**src/rtl/sst_pkg.sv**
```systemverilog
// Shared types, widths and the reserved word table of the syntax span tokenizer.
`default_nettype none

package sst_pkg;

    // Default sizing of the line and of the word buffer.
    localparam int LINE_MAX_DEF = 4096;
    localparam int WORD_MAX_DEF = 8;

    // Fixed widths of the item fields.
    localparam int CH_W          = 8;
    localparam int SPAN_START_W  = 12;
    localparam int SPAN_LENGTH_W = 13;
    localparam int SPAN_CLASS_W  = 2;

    // Span classes.
    localparam logic [SPAN_CLASS_W-1:0] CLASS_WORD      = 2'd0;
    localparam logic [SPAN_CLASS_W-1:0] CLASS_STRING    = 2'd1;
    localparam logic [SPAN_CLASS_W-1:0] CLASS_COMMENT   = 2'd2;
    localparam logic [SPAN_CLASS_W-1:0] CLASS_DIRECTIVE = 2'd3;

    // Reserved word table. The longest entry fits in KW_CHARS characters.
    localparam int KW_COUNT = 25;
    localparam int KW_CHARS = 8;
    localparam int KW_LEN_W = 4;

    // Each word is held with its first character in the low byte, so the
    // literals below read backwards. Unused high bytes are zero.
    localparam logic [KW_CHARS*8-1:0] KW_TEXT [KW_COUNT] = '{
        64'("od"),       64'("fi"),       64'("ni"),       64'("rof"),
        64'("wen"),      64'("mun"),      64'("fer"),      64'("esle"),
        64'("siht"),     64'("nehw"),     64'("kaerb"),    64'("ssalc"),
        64'("tsnoc"),    64'("elihw"),    64'("eteled"),   64'("ravjbo"),
        64'("nruter"),   64'("citats"),   64'("gnirts"),   64'("amgarp#"),
        64'("sdnetxe"),  64'("hcaerof"),  64'("edulcni#"), 64'("eunitnoc"),
        64'("noitcnuf")
    };

    localparam logic [KW_LEN_W-1:0] KW_LEN [KW_COUNT] = '{
        4'd2, 4'd2, 4'd2, 4'd3, 4'd3, 4'd3, 4'd3, 4'd4, 4'd4, 4'd4,
        4'd5, 4'd5, 4'd5, 4'd5, 4'd6, 4'd6, 4'd6, 4'd6, 4'd6, 4'd7,
        4'd7, 4'd7, 4'd8, 4'd8, 4'd8
    };

    // One reported span.
    typedef struct packed {
        logic                     to_line_end;
        logic [SPAN_CLASS_W-1:0]  span_class;
        logic [SPAN_LENGTH_W-1:0] span_length;
        logic [SPAN_START_W-1:0]  span_start;
    } span_t;

endpackage

`default_nettype wire

```
**src/rtl/sst_kw_match.sv**
```systemverilog
// Parallel compare of a buffered word against the reserved word table.
`default_nettype none

module sst_kw_match #(
    parameter int WORD_MAX = sst_pkg::WORD_MAX_DEF,
    parameter int WL_W     = $clog2(WORD_MAX + 1)
) (
    input  wire logic [sst_pkg::KW_CHARS*8-1:0] word_text,
    input  wire logic [WL_W-1:0]                word_length,
    input  wire logic                           word_too_long,
    output logic                                match
);
    import sst_pkg::*;

    logic [KW_COUNT-1:0] hit;

    // Bytes past the word length are zero, so a whole-entry compare plus a
    // length check gives an exact match.
    always_comb
    begin
        for (int k = 0; k < KW_COUNT; k++)
        begin
            hit[k] = (word_length == WL_W'(KW_LEN[k])) && (word_text == KW_TEXT[k]);
        end
    end

    assign match = !word_too_long && (|hit);

endmodule

`default_nettype wire

```
**src/rtl/sst_scan_core.sv**
```systemverilog
// Scanner state and the per-character mode update that produces spans.
`default_nettype none

module sst_scan_core #(
    parameter int LINE_MAX = sst_pkg::LINE_MAX_DEF,
    parameter int WORD_MAX = sst_pkg::WORD_MAX_DEF
) (
    input  wire logic                     clk,
    input  wire logic                     rst_n,
    input  wire logic                     accept,
    input  wire logic [sst_pkg::CH_W-1:0] ch,
    input  wire logic                     line_last,
    output logic                          emit,
    output sst_pkg::span_t                span
);
    import sst_pkg::*;

    localparam int COL_W = $clog2(LINE_MAX);
    localparam int WL_W  = $clog2(WORD_MAX + 1);
    localparam int IDX_W = $clog2(WORD_MAX);

    // Scan modes.
    localparam logic [2:0] M_IDLE  = 3'd0;
    localparam logic [2:0] M_WORD  = 3'd1;
    localparam logic [2:0] M_STR   = 3'd2;
    localparam logic [2:0] M_ESC   = 3'd3;
    localparam logic [2:0] M_SLASH = 3'd4;
    localparam logic [2:0] M_BANG  = 3'd5;
    localparam logic [2:0] M_SKIP  = 3'd6;

    // Characters with a meaning of their own.
    localparam logic [CH_W-1:0] CH_DOLLAR = 8'h24;
    localparam logic [CH_W-1:0] CH_UNDER  = 8'h5F;
    localparam logic [CH_W-1:0] CH_HASH   = 8'h23;
    localparam logic [CH_W-1:0] CH_QUOTE  = 8'h22;
    localparam logic [CH_W-1:0] CH_SLASH  = 8'h2F;
    localparam logic [CH_W-1:0] CH_BANG   = 8'h21;
    localparam logic [CH_W-1:0] CH_BSLASH = 8'h5C;

    // Latin-1 letters.
    function automatic logic is_letter(input logic [CH_W-1:0] c);
        is_letter = (c >= 8'h41 && c <= 8'h5A) || (c >= 8'h61 && c <= 8'h7A)
                 || c == 8'hAA || c == 8'hB5 || c == 8'hBA
                 || (c >= 8'hC0 && c != 8'hD7 && c != 8'hF7);
    endfunction

    // Latin-1 digits, including superscripts and fractions.
    function automatic logic is_number(input logic [CH_W-1:0] c);
        is_number = (c >= 8'h30 && c <= 8'h39) || c == 8'hB2 || c == 8'hB3
                 || c == 8'hB9 || (c >= 8'hBC && c <= 8'hBE);
    endfunction

    logic [2:0]                  mode_reg, mode_p, mode_next;
    logic [COL_W-1:0]            col_reg, col_next;
    logic [COL_W-1:0]            tok_reg, tok_p;
    logic [WORD_MAX-1:0][7:0]    word_buf_reg, word_buf_p, word_buf_next;
    logic [WL_W-1:0]             wlen_reg, wlen_p, wlen_next;
    logic                        long_reg, long_p, long_next;
    logic                        emit_p, reexam;
    span_t                       span_p;
    logic                        match_cur, match_p;
    logic                        word_start, word_cont;
    logic [COL_W:0]              str_len;

    assign word_start = is_letter(ch) || ch == CH_DOLLAR || ch == CH_UNDER || ch == CH_HASH;
    assign word_cont  = is_letter(ch) || is_number(ch) || ch == CH_DOLLAR || ch == CH_UNDER;
    assign str_len    = {1'b0, col_reg} - {1'b0, tok_reg} + (COL_W+1)'(1);

    // Match of the word held before this character, and of the word after it.
    sst_kw_match #(.WORD_MAX(WORD_MAX), .WL_W(WL_W)) u_match_cur (
        .word_text     (word_buf_reg[KW_CHARS-1:0]),
        .word_length   (wlen_reg),
        .word_too_long (long_reg),
        .match         (match_cur)
    );

    sst_kw_match #(.WORD_MAX(WORD_MAX), .WL_W(WL_W)) u_match_p (
        .word_text     (word_buf_p[KW_CHARS-1:0]),
        .word_length   (wlen_p),
        .word_too_long (long_p),
        .match         (match_p)
    );

    // Mode update for one character, with the second look in idle mode when
    // a token ends on a character that does not belong to it.
    always_comb
    begin
        mode_p     = mode_reg;
        tok_p      = tok_reg;
        word_buf_p = word_buf_reg;
        wlen_p     = wlen_reg;
        long_p     = long_reg;
        emit_p     = 1'b0;
        span_p     = '0;
        reexam     = 1'b0;
        case (mode_reg)
            M_IDLE:
            begin
                reexam = 1'b1;
            end
            M_WORD:
            begin
                if (word_cont)
                begin
                    if (wlen_reg < WL_W'(WORD_MAX))
                    begin
                        word_buf_p[wlen_reg[IDX_W-1:0]] = ch;
                        wlen_p = wlen_reg + WL_W'(1);
                    end
                    else
                    begin
                        long_p = 1'b1;
                    end
                end
                else
                begin
                    if (match_cur)
                    begin
                        emit_p             = 1'b1;
                        span_p.span_start  = SPAN_START_W'(tok_reg);
                        span_p.span_length = SPAN_LENGTH_W'(wlen_reg);
                        span_p.span_class  = CLASS_WORD;
                    end
                    reexam = 1'b1;
                end
            end
            M_STR:
            begin
                if (ch == CH_QUOTE)
                begin
                    emit_p             = 1'b1;
                    span_p.span_start  = SPAN_START_W'(tok_reg);
                    span_p.span_length = SPAN_LENGTH_W'(str_len);
                    span_p.span_class  = CLASS_STRING;
                    mode_p             = M_IDLE;
                end
                else if (ch == CH_BSLASH)
                begin
                    mode_p = M_ESC;
                end
            end
            M_ESC:
            begin
                mode_p = M_STR;
            end
            M_SLASH:
            begin
                if (ch == CH_SLASH)
                begin
                    emit_p             = 1'b1;
                    span_p.span_start  = SPAN_START_W'(tok_reg);
                    span_p.span_class  = CLASS_COMMENT;
                    span_p.to_line_end = 1'b1;
                    mode_p             = M_SKIP;
                end
                else
                begin
                    reexam = 1'b1;
                end
            end
            M_BANG:
            begin
                if (ch == CH_BANG)
                begin
                    emit_p             = 1'b1;
                    span_p.span_class  = CLASS_DIRECTIVE;
                    span_p.to_line_end = 1'b1;
                    mode_p             = M_SKIP;
                end
                else
                begin
                    reexam = 1'b1;
                end
            end
            M_SKIP:
            begin
                mode_p = M_SKIP;
            end
            default:
            begin
                reexam = 1'b1;
            end
        endcase

        // Idle mode: the character may open a new token.
        if (reexam)
        begin
            mode_p = M_IDLE;
            if (word_start)
            begin
                mode_p        = M_WORD;
                tok_p         = col_reg;
                word_buf_p    = '0;
                word_buf_p[0] = ch;
                wlen_p        = WL_W'(1);
                long_p        = 1'b0;
            end
            else if (ch == CH_QUOTE)
            begin
                mode_p = M_STR;
                tok_p  = col_reg;
            end
            else if (ch == CH_SLASH)
            begin
                mode_p = M_SLASH;
                tok_p  = col_reg;
            end
            else if (col_reg == '0 && ch == CH_BANG)
            begin
                mode_p = M_BANG;
            end
        end
    end

    // Line end: a pending reserved word is reported and the line state is cleared.
    always_comb
    begin
        emit          = emit_p;
        span          = span_p;
        mode_next     = mode_p;
        word_buf_next = word_buf_p;
        wlen_next     = wlen_p;
        long_next     = long_p;
        col_next      = col_reg;
        if (line_last)
        begin
            if (mode_p == M_WORD && !emit_p && match_p)
            begin
                emit             = 1'b1;
                span             = '0;
                span.span_start  = SPAN_START_W'(tok_p);
                span.span_length = SPAN_LENGTH_W'(wlen_p);
                span.span_class  = CLASS_WORD;
            end
            mode_next     = M_IDLE;
            col_next      = '0;
            wlen_next     = '0;
            long_next     = 1'b0;
            word_buf_next = '0;
        end
        else if (col_reg != COL_W'(LINE_MAX - 1))
        begin
            col_next = col_reg + COL_W'(1);
        end
    end

    // Scanner state registers.
    always_ff @(posedge clk or negedge rst_n)
    begin
        if (!rst_n)
        begin
            mode_reg     <= M_IDLE;
            col_reg      <= '0;
            tok_reg      <= '0;
            word_buf_reg <= '0;
            wlen_reg     <= '0;
            long_reg     <= 1'b0;
        end
        else if (accept)
        begin
            mode_reg     <= mode_next;
            col_reg      <= col_next;
            tok_reg      <= tok_p;
            word_buf_reg <= word_buf_next;
            wlen_reg     <= wlen_next;
            long_reg     <= long_next;
        end
    end

endmodule

`default_nettype wire

```
**src/rtl/sst_span_queue.sv**
```systemverilog
// Two-entry result register with skid stage toward the output stream.
`default_nettype none

module sst_span_queue (
    input  wire logic           clk,
    input  wire logic           rst_n,
    input  wire logic           push,
    input  wire sst_pkg::span_t push_span,
    output logic                space,
    output logic                out_valid,
    input  wire logic           out_ready,
    output sst_pkg::span_t      out_span
);
    import sst_pkg::*;

    span_t main_reg, skid_reg;
    logic  main_valid_reg, skid_valid_reg;
    logic  pop;

    assign space     = !skid_valid_reg;
    assign out_valid = main_valid_reg;
    assign out_span  = main_reg;
    assign pop       = main_valid_reg && out_ready;

    // Valid flags; a push arrives only while the skid stage is empty.
    always_ff @(posedge clk or negedge rst_n)
    begin
        if (!rst_n)
        begin
            main_valid_reg <= 1'b0;
            skid_valid_reg <= 1'b0;
        end
        else if (skid_valid_reg)
        begin
            if (pop)
            begin
                skid_valid_reg <= 1'b0;
            end
        end
        else if (push)
        begin
            if (main_valid_reg && !pop)
            begin
                skid_valid_reg <= 1'b1;
            end
            main_valid_reg <= 1'b1;
        end
        else if (pop)
        begin
            main_valid_reg <= 1'b0;
        end
    end

    // Payload moves without reset.
    always_ff @(posedge clk)
    begin
        if (skid_valid_reg)
        begin
            if (pop)
            begin
                main_reg <= skid_reg;
            end
        end
        else if (push)
        begin
            if (main_valid_reg && !pop)
            begin
                skid_reg <= push_span;
            end
            else
            begin
                main_reg <= push_span;
            end
        end
    end

endmodule

`default_nettype wire

```
**src/rtl/syntax_span_tokenizer_unit.sv**
```systemverilog
// Top level of the syntax span tokenizer: input stream, scanner and span output stream.
`default_nettype none

// The block takes one Latin-1 character of a source line per input item, with
// tlast marking the last character of the line, and reports highlight spans
// for reserved words, double-quoted strings, '//' comments and lines that open
// with '!!'. One item is taken every cycle while the output register has
// room: the mode update and the compare against all 25 reserved words sit in
// one pass of logic behind the scanner state registers. A character gives at
// most one span; spans enter a two-entry output register, so input is held off
// only while both entries are full. A span is registered into the main entry,
// or the skid entry while the main one waits. Columns saturate at LINE_MAX-1,
// and words longer than WORD_MAX characters never match.
module syntax_span_tokenizer_unit #(
    parameter int LINE_MAX = sst_pkg::LINE_MAX_DEF,
    parameter int WORD_MAX = sst_pkg::WORD_MAX_DEF
) (
    input  wire logic        clk,
    input  wire logic        rst_n,
    input  wire logic        s_axis_tvalid,
    output logic             s_axis_tready,
    input  wire logic [7:0]  s_axis_tdata,   // [7:0] ch
    input  wire logic        s_axis_tlast,
    output logic             m_axis_tvalid,
    input  wire logic        m_axis_tready,
    output logic [31:0]      m_axis_tdata,   // [11:0] span_start, [24:12] span_length
    output logic [2:0]       m_axis_tuser    // [1:0] span_class, [2] to_line_end
);
    import sst_pkg::*;

    logic  accept, emit, space;
    span_t span, out_span;

    assign s_axis_tready = space;
    assign accept        = s_axis_tvalid && space;

    sst_scan_core #(.LINE_MAX(LINE_MAX), .WORD_MAX(WORD_MAX)) u_core (
        .clk       (clk),
        .rst_n     (rst_n),
        .accept    (accept),
        .ch        (s_axis_tdata),
        .line_last (s_axis_tlast),
        .emit      (emit),
        .span      (span)
    );

    sst_span_queue u_queue (
        .clk       (clk),
        .rst_n     (rst_n),
        .push      (accept && emit),
        .push_span (span),
        .space     (space),
        .out_valid (m_axis_tvalid),
        .out_ready (m_axis_tready),
        .out_span  (out_span)
    );

    // Output packing.
    assign m_axis_tdata = {7'b0, out_span.span_length, out_span.span_start};
    assign m_axis_tuser = {out_span.to_line_end, out_span.span_class};

endmodule

`default_nettype wire
```
**config.mk**
```make
export PLATFORM = sky130hd
export DESIGN_NAME = syntax_span_tokenizer_unit
export DESIGN_NICKNAME = d
export VERILOG_FILES = /design/src/rtl/sst_pkg.sv /design/src/rtl/sst_kw_match.sv /design/src/rtl/sst_scan_core.sv /design/src/rtl/sst_span_queue.sv /design/src/rtl/syntax_span_tokenizer_unit.sv
export SDC_FILE = /design/constraint.sdc
export NUM_CORES = 1
export LEC_CHECK = 0
export ABC_AREA = 1
export BUFFER_PORTS_ARGS = -buffer_cell sky130_fd_sc_hd__buf_4
export CAP_MARGIN = 20
export CORE_MARGIN = 2
export CORE_UTILIZATION = 45
export DETAILED_ROUTE_END_ITERATION = 6
export SLEW_MARGIN = 20
export SYNTH_ARGS = -nofsm -noshare
export SYNTH_HDL_FRONTEND = slang
export SYNTH_SLANG_ARGS = --single-unit
```
**constraint.sdc**
```tcl
create_clock -name clk -period 10.08 [get_ports clk]
set_input_delay 1.008 -clock clk [delete_from_list [all_inputs] [get_ports clk]]
set_output_delay 1.008 -clock clk [all_outputs]
set_load 0.02 [all_outputs]
```
After elaboration in Yosys (flattened, before gate mapping)
Cells that the tools add are included.
Widths: inputs -> output; s select.
{"block": "word_totals", "ff_bits": 154, "input_bits": 13, "word_cells": 298}
{"block": "op_classes", "add_sub_neg": 4, "n_lt_le_gt_ge": 12, "n_eq_ne": 89, "n_mux": 72, "bitwise_logic": 1, "reduce_logical": 97}
{"op": "$eq 64x47->1 const B", "n": 10}
{"op": "$eq 64x23->1 const B", "n": 8}
{"op": "$eq 64x39->1 const B", "n": 8}
{"op": "$eq 64x15->1 const B", "n": 6}
{"op": "$eq 64x31->1 const B", "n": 6}
{"op": "$eq 64x55->1 const B", "n": 6}
{"op": "$eq 64x63->1 const B", "n": 6}
{"op": "$mux 64", "n": 6}
{"op": "$mux 28", "n": 6}
{"op": "$mux 12", "n": 7}
{"op": "$logic_and 1x1->1", "n": 66}
{"op": "$bwmux 64", "n": 1}
{"op": "$reduce_or 25->1", "n": 2}
{"op": "$eq 8x8->1 const B", "n": 6}
{"op": "$eq 8x6->1 const B", "n": 5}
{"op": "$mux 3", "n": 12}
{"op": "$pmux 12 s3", "n": 1}
{"op": "$eq 4x3->1 const B", "n": 8}
{"op": "$mux 16", "n": 2}
{"op": "$mux 26", "n": 1}
{"op": "$pmux 13 s2", "n": 1}
{"op": "$demux 8 s3", "n": 1}
{"op": "$mux 4", "n": 6}
{"op": "$mux 1", "n": 22}
{"op": "36 further kinds", "n": 72}

Depth between registers and ports, before layout
{"block": "logic_depth", "depth_word": 24, "mapped_depth": 35, "depth_no_buf": 32}

Hierarchy
From an unflattened synthesis, not the netlist that was laid out.
{"block": "unflattened", "cells_unflattened": 2243, "hier_area_um2": 13590.5}
{"module": "sst_scan_core", "n_inst": 1, "cells_per_inst": 1127, "area_each_um2": 7409.6}
{"module": "sst_kw_match", "n_inst": 2, "cells_per_inst": 470, "area_each_um2": 1978.1}
{"module": "sst_span_queue", "n_inst": 1, "cells_per_inst": 164, "area_each_um2": 2150.8}
{"module": "syntax_span_tokenizer_unit", "n_inst": 1, "cells_per_inst": 12, "area_each_um2": 73.8}

Worst setup path after synthesis
No wires, ideal clock.
{"block": "synth_path", "kind": "input to register", "startpoint": "input port s_axis_tdata[4]", "endpoint": "register u_queue.main_reg (netlist bit u_queue.out_span[0]), enable pin", "t_arrival_ns": 4.290, "required_time_ns": 9.695, "path_slack_ns": 5.405, "cell_stages": 26, "path_buffers": 3, "path_cell_list": "buf_4 clkinv_2 nand2_1 nor2_4 nand3_1 o211ai_2 inv_1 a21oi_2 nand2_2 nand2_2 buf_6 buf_6 nand3_1 nor2_2 nand3_1 nor2_2 inv_2 nor3_2 nand2_1 a21oi_1 nor2_1 nand2_4 nand2_1 nand2_1 nand3_1 nand2_1"}
{"block": "synth_between", "elab_chain_len": 24, "word_cells_on_any_way": 148, "classes_between": "9 x order compare; 48 x eq/ne; 35 x mux; 56 x reduce/logical"}
{"item": "start, declared", "line": "syntax_span_tokenizer_unit.sv:22", "source": "input wire logic [7:0] s_axis_tdata,"}
{"item": "$ge 8x7->1 / $le 8x7->1 (equally long branches)", "line": "sst_scan_core.sv:42", "source": "is_letter = (c >= 8'h41 && c <= 8'h5A) || (c >= 8'h61 && c <= 8'h7A)"}
{"item": "$logic_and 1x1->1", "line": "sst_scan_core.sv:42"}
{"item": "$logic_or 1x1->1", "line": "sst_scan_core.sv:42"}
{"item": "$logic_or 1x1->1 (3 in a row)", "line": "sst_scan_core.sv:43", "source": "|| c == 8'hAA || c == 8'hB5 || c == 8'hBA"}
{"item": "$logic_or 1x1->1", "line": "sst_scan_core.sv:44", "source": "|| (c >= 8'hC0 && c != 8'hD7 && c != 8'hF7);"}
{"item": "$logic_or 1x1->1 (3 in a row)", "line": "sst_scan_core.sv:66", "source": "assign word_cont = is_letter(ch) || is_number(ch) || ch == CH_DOLLAR || ch == CH_UNDER;"}
{"item": "$mux 64 / $mux 4 (equally long branches)", "line": "sst_scan_core.sv:103", "source": "if (word_cont)"}
{"item": "$mux 64 / $mux 4 (equally long branches)", "line": "sst_scan_core.sv:96", "source": "case (mode_reg)"}
{"item": "[4 not listed]"}
{"item": "$reduce_or 25->1", "line": "sst_kw_match.sv:27", "source": "assign match = !word_too_long && (|hit);"}
{"item": "$logic_and 1x1->1", "line": "sst_kw_match.sv:27"}
{"item": "$logic_and 1x1->1", "line": "sst_scan_core.sv:227", "source": "if (mode_p == M_WORD && !emit_p && match_p)"}
{"item": "$mux 1", "line": "sst_scan_core.sv:227"}
{"item": "$mux 1 *", "line": "sst_scan_core.sv:225", "source": "if (line_last)"}
{"item": "$logic_and 1x1->1 *", "line": "syntax_span_tokenizer_unit.sv:50", "source": ".push (accept && emit),"}
{"item": "$reduce_bool 2->1 (no source line) *"}
{"item": "$reduce_and 3->1 (no source line) *"}
{"item": "end signal, assigned", "line": "sst_span_queue.sv:61", "source": "main_reg <= skid_reg;"}
{"item": "end signal, assigned", "line": "sst_span_queue.sv:72", "source": "main_reg <= push_span;"}
{"item": "end, declared", "line": "sst_span_queue.sv:16", "source": "span_t main_reg, skid_reg;"}
Every way passes the cells marked *; elsewhere a longest branch is shown, timed or not.
A chain may end at the register's enable or synchronous reset.

Final worst setup path
{"block": "layout_path", "startpoint": "input port s_axis_tdata[7]", "endpoint": "register u_queue.skid_reg[11] (netlist bit), enable pin"}
{"block": "layout_between", "elab_chain_len": 23, "word_cells_on_any_way": 147, "classes_between": "9 x order compare; 48 x eq/ne; 35 x mux; 55 x reduce/logical"}
{"item": "$ge 8x7->1 / $le 8x7->1 (equally long branches)", "line": "sst_scan_core.sv:42"}
{"item": "$logic_and 1x1->1", "line": "sst_scan_core.sv:42"}
{"item": "$logic_or 1x1->1", "line": "sst_scan_core.sv:42"}
{"item": "$logic_or 1x1->1 (3 in a row)", "line": "sst_scan_core.sv:43"}
{"item": "$logic_or 1x1->1", "line": "sst_scan_core.sv:44"}
{"item": "$logic_or 1x1->1 (3 in a row)", "line": "sst_scan_core.sv:66"}
{"item": "$mux 64 / $mux 4 (equally long branches)", "line": "sst_scan_core.sv:103"}
{"item": "$mux 64 / $mux 4 (equally long branches)", "line": "sst_scan_core.sv:96"}
{"item": "[3 not listed]"}
{"item": "$logic_and 1x1->1", "line": "sst_kw_match.sv:23", "source": "hit[k] = (word_length == WL_W'(KW_LEN[k])) && (word_text == KW_TEXT[k]);"}
{"item": "$reduce_or 25->1", "line": "sst_kw_match.sv:27"}
{"item": "$logic_and 1x1->1", "line": "sst_kw_match.sv:27"}
{"item": "$logic_and 1x1->1", "line": "sst_scan_core.sv:227"}
{"item": "$mux 1", "line": "sst_scan_core.sv:227"}
{"item": "$mux 1 *", "line": "sst_scan_core.sv:225"}
{"item": "$logic_and 1x1->1 *", "line": "syntax_span_tokenizer_unit.sv:50"}
{"item": "$reduce_and 3->1 (no source line) *"}
{"item": "end signal, assigned", "line": "sst_span_queue.sv:68", "source": "skid_reg <= push_span;"}
{"item": "end, declared", "line": "sst_span_queue.sv:16"}
Marks and branches as above.

==> key figures <==
Status
  • Status: finished, final reports clean

Route
  • Total iterations of the first detailed-routing run: 6
  • Routed Antenna Nets: 0
  • Total number of vias: between 10,000 and 15,000
  • Routed WL per cell: ~21 um
  • Vias/cell: just under 6
  • Total Wirelength: 51,000 um
  • DRC violations left: 0
  • DRT iter0 DRCs: between 1,500 and 2,000

Synth
  • Sequential cell area fraction in the yosys report: 0.317
  • Number of synthesized register bits: 154
  • Syn avg cell area: between 6 and 7 um^2
  • Cells after synthesis: just over 2,000
  • Post-synth top area share: 0.188
  • Yosys cell types: 57
  • Synth Cell Area: between 10,000 and 15,000 um^2
  • Top_reg_cell synth: dfrtp_1
  • Area contributors post-synth: dfrtp_1, nand2_1, edfxtp_1, nor2_1, nand3_1
  • Synth area leader: dfrtp_1
  • Post-synth ARST share: 0.636
  • Number of synthesized flops with an enable pin: 56
  • Yosys warns: 0

Worst setup path
  • Startpoint type of the worst setup path: primary input
  • Category of the most critical setup path: in -> reg
  • Critical path peak fanout: 28
  • Crit path arrival time: approximately 6.4 ns
  • Crit path capture type: flip-flop
  • Req. time, crit path: between 10 and 15 ns
  • Max stage delay on crit path: 0.80 ns
  • Most common cell on crit path: nand2_1
  • CP max-delay cell: inv_1

Power
  • P per Cell Area: approximately 130 nW/um^2
  • Leak: between 6 and 7 nW
  • Worst IR Drop VDD: around 0.09 mV
  • Total power: between 1.5 and 2 mW

STA
  • Slew @ Worst Pin: 1.08 ns
  • Final period demand of the worst path: around 6.4 ns
  • Final Hold Violating Endpoints: 0
  • Final Cycle Share: 0.632
  • RSZ-0062 raised after global routing: no
  • # setup viols final: 0
  • Max Clock Freq: approximately 0.16 GHz
  • Clk_skew: between 0.015 and 0.02 ns
  • Setup TNS: 0 ns
  • Max_slew headroom: 0.271
  • Max-slew violation count: 0

Global routing
  • GR Overflow Total: 0
  • Largest net degree at the start of global routing: 73
  • Initial antenna violation count: 0
  • First-pass GRT wire length: between 70,000 and 80,000 um
  • GRT Total Usage: 0.337
  • Vias in the first global route: approximately 13,000

Clock tree
  • Worst-path clk slew: 0.07 ns
  • CTS Hold Buffers Added: 0
  • Clk_lat worst skew: 0.46 ns
  • CTS buffer count: 17
  • Clk sinks: around 150
  • H-tree depth: 4
  • Post-CTS resize count: 0
  • CTS tree: yes
  • Post-CTS setup buffer count: 0
  • Root Driver: clkbuf_16
  • Max clock buf depth: 2

Cells and area
  • Finished Cell Area: roughly 14,000 um^2
  • Most frequent cells in the layout: nand2_1, nor2_1, inv_1
  • Max FFs per register: 64
  • Synth-to-Final Area Change: 8.91%
  • Layout Nets: roughly 2,100
  • Fin util: 0.497
  • ANT cells: 0
  • Non-filler cells, final: 2,443
  • Layout cell share with drive strength beyond 1: 0.0855
  • Commonest non-fill, non-tap cell in the layout: nand2_1

Placed design
  • Placed cell area: between 10,000 and 15,000 um^2
  • Placed insts: about 2,400
  • Routability Congestion: about 1.1
  • Post-DP HPWL: between 30,000 and 40,000 um
  • IO buf count: 42

Hold path
  • Worst Hold Class: in -> async

Die
  • Die footprint: roughly 30,000 um^2
  • Cell Rows: 62
  • Core ar.: approximately 29,000 um^2
  • Starting density of the core: 0.456
  • Die Span X: ~170 um
  • Die height: 174 um
  • I/O pin cnt: 50

Flow run
  • Max-cap violation count: 0
## synthesized netlist by cell type (2+ instances only)
cell      instances
dfrtp_1          98
nand2_2           8
ha_1             30
inv_1           281
buf_2             9
nand3b_1          9
o22ai_1          73
buf_6             9
o211ai_1          2
nor3_2            3
clkbuf_1         34
inv_2            12
nor2_2           11
o21ai_0          65
nor3b_1           3
buf_4            11
nor2_4            2
o41ai_1           7
nand2b_1          2
a32o_1            4
nor4_1           24
o32ai_1           2
edfxtp_1         56
mux2_2            7
nand2_1         485
nor3_1           67
a21oi_2           2
nand3_1         232
and2_1            3
buf_1             2
or2_2            17
o21bai_1          2
xor2_1            2
a21oi_1          25
nor2_1          317
nand4_2           2
nand3_2          18
nor2b_1           2
nand4_1          75
## stage by stage
stage / hold slack, ns / worst slack [ns]
final: 0.535 / 3.71
after CTS: 0.541 / 3.81
after global placement: 0.521 / 3.32
after global routing: 0.560 / 3.30
after floorplan: 0.497 / 5.40
after detailed placement: 0.523 / 3.37
## layer usage
| metal | wire [um] | share of wire | vias up | global-route usage |
|---|---|---|---|---|
| li1 | - | - | 6779 | - |
| met1 | 23800 | 0.47 | 6615 | 0.514 |
| met2 | 20500 | 0.40 | 819 | 0.470 |
| met3 | 5070 | 0.099 | 110 | 0.0628 |
| met4 | 1680 | 0.033 | 0 | 0.121 |
| met5 | 0 | 0 | - | 0 |
## worst paths after layout
| path | from | to | slack (ns) | depth (start not counted) |
|---|---|---|---|---|
| max | s_axis_tdata[7] | u_queue.skid_reg[11] | 3.71 | 28 |
| min | rst_n | u_core.word_buf_reg[57] | 0.54 | 1 |
| max reg2reg | u_core.mode_reg[2] | u_queue.skid_reg[11] | 4.40 | 20 |
| min reg2reg | u_queue.skid_reg[26] | u_queue.out_span[26] | 0.54 | 2 |
| max in group asynchronous | rst_n | u_core.word_buf_reg[21] | 8.35 | 2 |
| min in group clk | u_queue.skid_reg[26] | u_queue.out_span[26] | 0.54 | 2 |
## critical path, delay by kind of cell
family	cells	cell delay [ns]
simple gates	25	4.19
buf+inv	3	1.18
## power breakdown
| part | internal (mW) | leakage, nW | total, mW | switching, mW |
|---|---|---|---|---|
| registers | 0.662 | 1.88 | 0.689 | 0.0263 |
| logic | 0.112 | 4.47 | 0.452 | 0.340 |
| clock network | 0.339 | 0.294 | 0.677 | 0.337 |
| total | 1.11 | 6.65 | 1.82 | 0.703 |
## cell families (layout without fill, tap and decap cells)
family / after synthesis / count (layout) / share of synthesized area
fa+ha+maj: 31 / 31 / 0.0303
buf+inv: 360 / 382 / 0.114
flops: 154 / 154 / 0.317
simple gates: 1283 / 1283 / 0.442
xor+xnor: 2 / 2 / 0.00134
mux: 7 / 7 / 0.00604
compound gates: 193 / 193 / 0.0893
other cells: 1 / 7 / 0.000287
## cell type report
type / count / area, um^2
inverter: 294 / 1100
fill: 2916 / 14400
multi-input combinational: 1523 / 7470
timing repair buffer: 56 / 420
clock inverter: 15 / 178
sequential: 154 / 4130
tap: 384 / 480
clock buffer: 17 / 425
(Power assumes the default switching activity.)
